`src/rtl/mdlb_pkg.sv`:
```
package mdlb_pkg;

  localparam int OFF_W = 32;
  localparam int COST_W = 40;
  localparam int COST_FRAC = 8;
  localparam logic [COST_W-1:0] COST_MAX = {COST_W{1'b1}};

  localparam int CFG_IDX_W = 8;
  localparam logic [CFG_IDX_W-1:0] REG_LINE_WIDTH = 8'd0;
  localparam logic [CFG_IDX_W-1:0] REG_FIT_TOL = 8'd1;

  typedef struct packed {
    logic start;
    logic last;
    logic [OFF_W-1:0] width;
  } cost_req_t;

  typedef struct packed {
    logic done;
    logic [COST_W-1:0] cost;
  } cost_rsp_t;

endpackage

```
`src/rtl/mdlb_cost.sv`:
```
module mdlb_cost #(
  parameter int FRAC_BITS = 16
) (
  input  logic                          clk,
  input  logic                          rst,
  input  logic [mdlb_pkg::OFF_W-1:0]    line_width,
  input  mdlb_pkg::cost_req_t           req,
  output mdlb_pkg::cost_rsp_t           rsp
);

  localparam int DW = mdlb_pkg::OFF_W + FRAC_BITS;
  localparam int SW = FRAC_BITS + 5;
  localparam int S2W = FRAC_BITS + 9;
  localparam int S3W = FRAC_BITS + 13;
  localparam int DMW = FRAC_BITS + 20;
  localparam int D8W = DMW - (FRAC_BITS - mdlb_pkg::COST_FRAC);
  localparam int SQW = 2 * D8W;
  localparam int SHW = SQW - mdlb_pkg::COST_FRAC;
  localparam int CW = $clog2(DW + 1);

  typedef enum logic [7:0] {
    S_IDLE  = 8'b00000001,
    S_DIV   = 8'b00000010,
    S_CLAMP = 8'b00000100,
    S_SQ    = 8'b00001000,
    S_CUBE  = 8'b00010000,
    S_DEM   = 8'b00100000,
    S_SQR   = 8'b01000000,
    S_SAT   = 8'b10000000
  } st_t;

  st_t st;
  logic [DW-1:0] num;
  logic [mdlb_pkg::OFF_W-1:0] rem;
  logic [DW-1:0] quo;
  logic [CW-1:0] cnt;
  logic over;
  logic [SW-1:0] s;
  logic [S2W-1:0] s2;
  logic [S3W-1:0] s3;
  logic [DMW-1:0] dm;
  logic [SQW-1:0] sq;
  logic [mdlb_pkg::OFF_W:0] rem_sh;
  logic [mdlb_pkg::OFF_W-1:0] diff;
  logic [2*SW-1:0] ss;
  logic [S2W+SW-1:0] s2s;
  logic [DMW-1:0] bad;
  logic [DMW-1:0] ten;
  logic [DMW-1:0] dm_next;
  logic [D8W-1:0] d8;
  logic [SHW-1:0] sq_sh;

  assign diff = (req.width > line_width) ? req.width - line_width : line_width - req.width;
  assign rem_sh = {rem, num[DW-1]};
  assign ss = (2*SW)'(s) * (2*SW)'(s);
  assign s2s = (S2W+SW)'(s2) * (S2W+SW)'(s);
  assign ten = DMW'(10) << FRAC_BITS;
  assign bad = DMW'(s3) * DMW'(100);
  always_comb begin
    if (!over) dm_next = ten + bad;
    else if (bad <= ten) dm_next = ten - bad;
    else dm_next = bad - ten;
  end
  assign d8 = D8W'(dm >> (FRAC_BITS - mdlb_pkg::COST_FRAC));
  assign sq_sh = sq[SQW-1:mdlb_pkg::COST_FRAC];

  always_ff @(posedge clk) begin
    if (rst) begin
      st <= S_IDLE;
      rsp.done <= 1'b0;
    end else begin
      rsp.done <= 1'b0;
      case (st)
        S_IDLE: begin
          if (req.start) begin
            if (req.last) begin
              rsp.cost <= '0;
              rsp.done <= 1'b1;
            end else begin
              over <= req.width > line_width;
              num <= DW'(diff) << FRAC_BITS;
              rem <= '0;
              quo <= '0;
              cnt <= CW'(DW);
              st <= S_DIV;
            end
          end
        end
        S_DIV: begin
          if (rem_sh >= {1'b0, line_width}) begin
            rem <= mdlb_pkg::OFF_W'(rem_sh - {1'b0, line_width});
            quo <= {quo[DW-2:0], 1'b1};
          end else begin
            rem <= rem_sh[mdlb_pkg::OFF_W-1:0];
            quo <= {quo[DW-2:0], 1'b0};
          end
          num <= num << 1;
          cnt <= cnt - 1'b1;
          if (cnt == CW'(1)) st <= S_CLAMP;
        end
        S_CLAMP: begin
          if (quo > (DW'(1) << (FRAC_BITS + 4))) s <= SW'(1) << (FRAC_BITS + 4);
          else s <= quo[SW-1:0];
          st <= S_SQ;
        end
        S_SQ: begin
          s2 <= S2W'(ss >> FRAC_BITS);
          st <= S_CUBE;
        end
        S_CUBE: begin
          s3 <= S3W'(s2s >> FRAC_BITS);
          st <= S_DEM;
        end
        S_DEM: begin
          dm <= dm_next;
          st <= S_SQR;
        end
        S_SQR: begin
          sq <= SQW'(d8) * SQW'(d8);
          st <= S_SAT;
        end
        S_SAT: begin
          rsp.cost <= (sq_sh > SHW'(mdlb_pkg::COST_MAX)) ? mdlb_pkg::COST_MAX
                      : sq_sh[mdlb_pkg::COST_W-1:0];
          rsp.done <= 1'b1;
          st <= S_IDLE;
        end
        default: st <= S_IDLE;
      endcase
    end
  end

endmodule

```
`config.mk`:
```
export PLATFORM = sky130hd
export DESIGN_NAME = mdlb_cost
export DESIGN_NICKNAME = d
export VERILOG_FILES = /design/src/rtl/mdlb_pkg.sv /design/src/rtl/mdlb_cost.sv
export SDC_FILE = /design/constraint.sdc
export NUM_CORES = 2
export LEC_CHECK = 0
export BUFFER_PORTS_ARGS = -buffer_cell sky130_fd_sc_hd__buf_2
export CAP_MARGIN = 0
export CORE_UTILIZATION = 67
export CTS_BUF_LIST = sky130_fd_sc_hd__clkbuf_8
export CTS_CLUSTER_DIAMETER = 120
export DETAILED_ROUTE_END_ITERATION = 10
export PLACE_DENSITY_LB_ADDON = 0.25
export SETUP_SLACK_MARGIN = 0.15
export SLEW_MARGIN = 20
export SYNTH_ARGS = -nofsm -noshare
export SYNTH_HDL_FRONTEND = slang
export SYNTH_SLANG_ARGS = --single-unit
export TNS_END_PERCENT = 100
```
`constraint.sdc`:
```
create_clock -name clk -period 33.2 [get_ports clk]
set_clock_uncertainty 0.05 [all_clocks]
set_input_delay 3.32 -clock clk [delete_from_list [all_inputs] [get_ports clk]]
set_output_delay 3.32 -clock clk [all_outputs]
set_load 0.1 [all_outputs]
```
==> summary.md <==
| Metric | Value |
|---|---|
| Fin cells | just under 9000 |
| R2R Setup Slk | 24340 ps |
| Die Height | 326 um |
| Crit Path Category | flop to flop |
| Hold Path Depth | 2 |
| Reg-to-Reg End | sq[45] |
| Wirelength per Cell | 18.7 um |
| Die Width | between 300 and 400 um |
| Core ar. | 0.104 mm2 |
| Post-synth EDFFs | 310 |
| Fin. max-slew vios | 0 |
| Routed wire length | 165000 um |
| DRC viols | 0 |
| Seq/Total Area, Yosys | 0.135 |
| Slew HR | 0.227 |
| Post-DRT Antenna Nets | 0 |
| Synth Flop Type | edfxtp_1 |
| Syn avg cell area | 9.42 um2 |
| Status | finished clean |
| Final Hold Fails | 0 |
| Clk slew on worst S/H paths | ~70 ps |
| Worst slew pin tran | 1160 ps |
| Total gr overflow | 0 |
| Post-synth ARST share | 0 |
| Post-detail-place hpwl | 131000 um |
| Critical Path End Type | flop |
| Vias in the first global route | between 50000 and 60000 |
| Mapped Nets | 9600 |
| Pwr dens | 14.0 mW/mm2 |
| Layout cells sized above 1 | 0.0430 |
| Synth top area cells | fa_1 39%, edfxtp_1 13%, ha_1 12%, inv_1 10%, and2_1 5.1% |
| DR vias/cell | 5.60 |
| Origin of the critical flop-to-flop path | dm[22] |
| Synth unique cells | between 80 and 90 |
| GRT Overall Usage | 0.327 |
| Setup violations, final | 0 |
| Vias post-DR | 49600 |
| Syn Inst Count | 7463 |
| Sink count of the clock tree | 319 |
| Top cell type's share of synthesized area | 0.390 |
| Hold_buf cts | 0 |
| Yosys reg bits | between 300 and 400 |
| H-tree depth | 2 |
| Setup TNS | 0 ps |
| Required @ worst endpoint | 33660 ps |
| Largest net degree at the start of global routing | 88 |
| Power Internal | 0.000739 W |
| CTS Buf Count | 58 |
| Worst Setup EP | sq[45] |
| Worst Hold Class | flop to flop |
| Max cap viols | 0 |
| Row count | between 100 and 150 |
| Final period util | 0.267 |
| Clk pwr share | 0.421 |
| Fmax achieved | 113 MHz |
| Sequential share of power | 0.443 |
| Critical Path Start Type | flop |
| Placer's final routability congestion estimate | 0.933 |
| Area growth, synth to finish | 4.45% |
| Starting Density | 0.677 |
| Switch Pwr | 0.000289 W |
| Worst-Skew Late Latency | 780 ps |
| Reg2Reg Depth | 24 |
| Post-CTS Setup Repair Bufs | 0 |
| Sw Ratio | 0.281 |
| Worst setup path startpoint | dm[22] |
| CP Max Fanout | 22 |
| Max clock buf depth | 3 |
| First-pass GRT wire length | 275000 um |
| Combinational share of power | 0.136 |
| Initial antenna violation count | 2 |
| Critical Path AT | 9320 ps |
| Layout Nets | 9552 |
| Port bufs | 108 |
| Synth area leader | fa_1 |
| Cells after DPL | about 8700 |
| Die area | 0.106 mm2 |
| Tmin final | 8860 ps |
| RSZ-0062 raised after global routing | no |
| FILL cells | 7748 |
| Post-Syn Area | 0.0703 mm2 |
| Leakage | about 38 nW |
| Ports | 109 |
| Drt first-iter violations | 3146 |
| Peak supply drop | 0.0000330 V |
| Post-cts sizing count | 0 |
| CTS tree | yes |
| YS warnings | 0 |
| DRT Pass-1 Iters | 5 |
| Root buffer cell | clkbuf_8 |
[cell usage after synthesis (all sizes together) (11+ instances only)]
cell type / instances
nor2: 276
ha: 699
nor2b: 42
inv: 1954
a211oi: 34
a21o: 89
clkbuf: 280
nand3: 45
a21oi: 223
and3: 24
nand4: 38
a21boi: 11
xnor2: 153
xor2: 76
o211ai: 23
nor3: 47
a31oi: 12
nand2: 692
nand2b: 33
o21bai: 34
buf: 11
edfxtp: 310
o21a: 69
or3: 12
nor4: 23
fa: 1370
and2: 571
mux2i: 33
o21ai: 126
[kinds of logic after synthesis]
family | share of synthesized area
AND/OR/NAND/NOR | 0.130
multiplexers | 0.00630
XOR/XNOR | 0.0288
buffers and inverters | 0.120
flip-flops | 0.135
AO/OA/AOI/OAI | 0.0647
adder cells (fa/ha/maj) | 0.515
[state kept, by name (all words and copies together) (netlist names), 8 cells and up]
signal / flops
quo: 48
sq: 48
rsp: 41
num: 32
rem: 32
s3: 29
dm: 28
s2: 25
s: 21
st: 8
[cell usage in the layout, fill, tap and decap left out, drive strengths merged, types with 153 or more instances in the layout]
| cell | count |
|---|---|
| inv | 1972 |
| fa | 1370 |
| ha | 699 |
| nand2 | 692 |
| and2 | 571 |
| edfxtp | 310 |
| nor2 | 276 |
| a21oi | 223 |
| buf | 183 |
| xnor2 | 153 |
[how the worst min path moves through the flow]
stage | endpoint | slack [ps] | start
final | num[39] | 460 | num[38]
after global routing | num[47] | 490 | num[46]
after CTS | num[39] | 480 | num[38]
after detailed placement | num[39] | 460 | num[38]
after global placement | num[45] | 450 | num[44]
after floorplan | st[3] | 430 | st[1]
[power by group through the flow]
| stage | Combinational, W | Clock [W] | Sequential (W) |
|---|---|---|---|
| 6_report | 0.000140 | 0.000433 | 0.000455 |
| 5_1_grt | 0.000153 | 0.000457 | 0.000456 |
| 4_1_cts | 0.000138 | 0.000441 | 0.000455 |
| 3_5_place_dp | 0.000137 | 0 | 0.000463 |
| 3_3_place_gp | 0.000135 | 0 | 0.000463 |
| 2_1_floorplan | 0.0000929 | 0 | 0.000473 |
[worst max-delay path, stage by stage, from the launching register on]
cell	delay [ps]
edfxtp_1	320
buf_4	270
clkinv_1	280
nor2_1	330
fa_1	500
fa_1	510
fa_1	520
inv_1	50
fa_1	500
inv_1	50
fa_1	490
fa_1	570
fa_1	420
ha_1	370
nand4_1	180
o311ai_1	800
a31oi_1	170
buf_4	190
o21ai_1	650
a21boi_0	410
o21ai_1	320
a311o_1	260
a21o_1	170
a21oi_1	90
xnor2_1	120
[per-stage QoR]
stage	area [um2]	hold WS (ps)	util	total power [W]	setup slack, ps
CTS	73400	476	0.707	0.00103	24450
global placement	72100	453	0.695	0.000598	24730
global route	73400	493	0.707	0.00107	23980
finish	73400	465	0.707	0.00103	24340
detailed placement	72100	465	0.695	0.000600	24490
floorplan	70300	429	-	0.000566	20020
[area by class of cell]
cell class,instances,area (um2),share of cell area
Antenna cell,4,10.0,0.000136
Clock buffer,61,840,0.0114
Clock inverter,48,458,0.00624
Inverter,1956,7340,0.100
Multi-Input combinational cell,4897,52400,0.714
Sequential cell,319,9490,0.129
Tap cell,1380,1730,0.0235
Timing Repair Buffer,183,1100,0.0150
[per-layer routing]
metal	share of wire	wire (um)	track usage	vias up
li1	-	-	-	22500
met1	0.40	66000	0.424	24800
met2	0.49	80500	0.556	1879
met3	0.072	11800	0.0513	447
met4	0.042	6880	0.123	2
met5	0.00012	20	0	-
(Power assumes the default switching activity.)
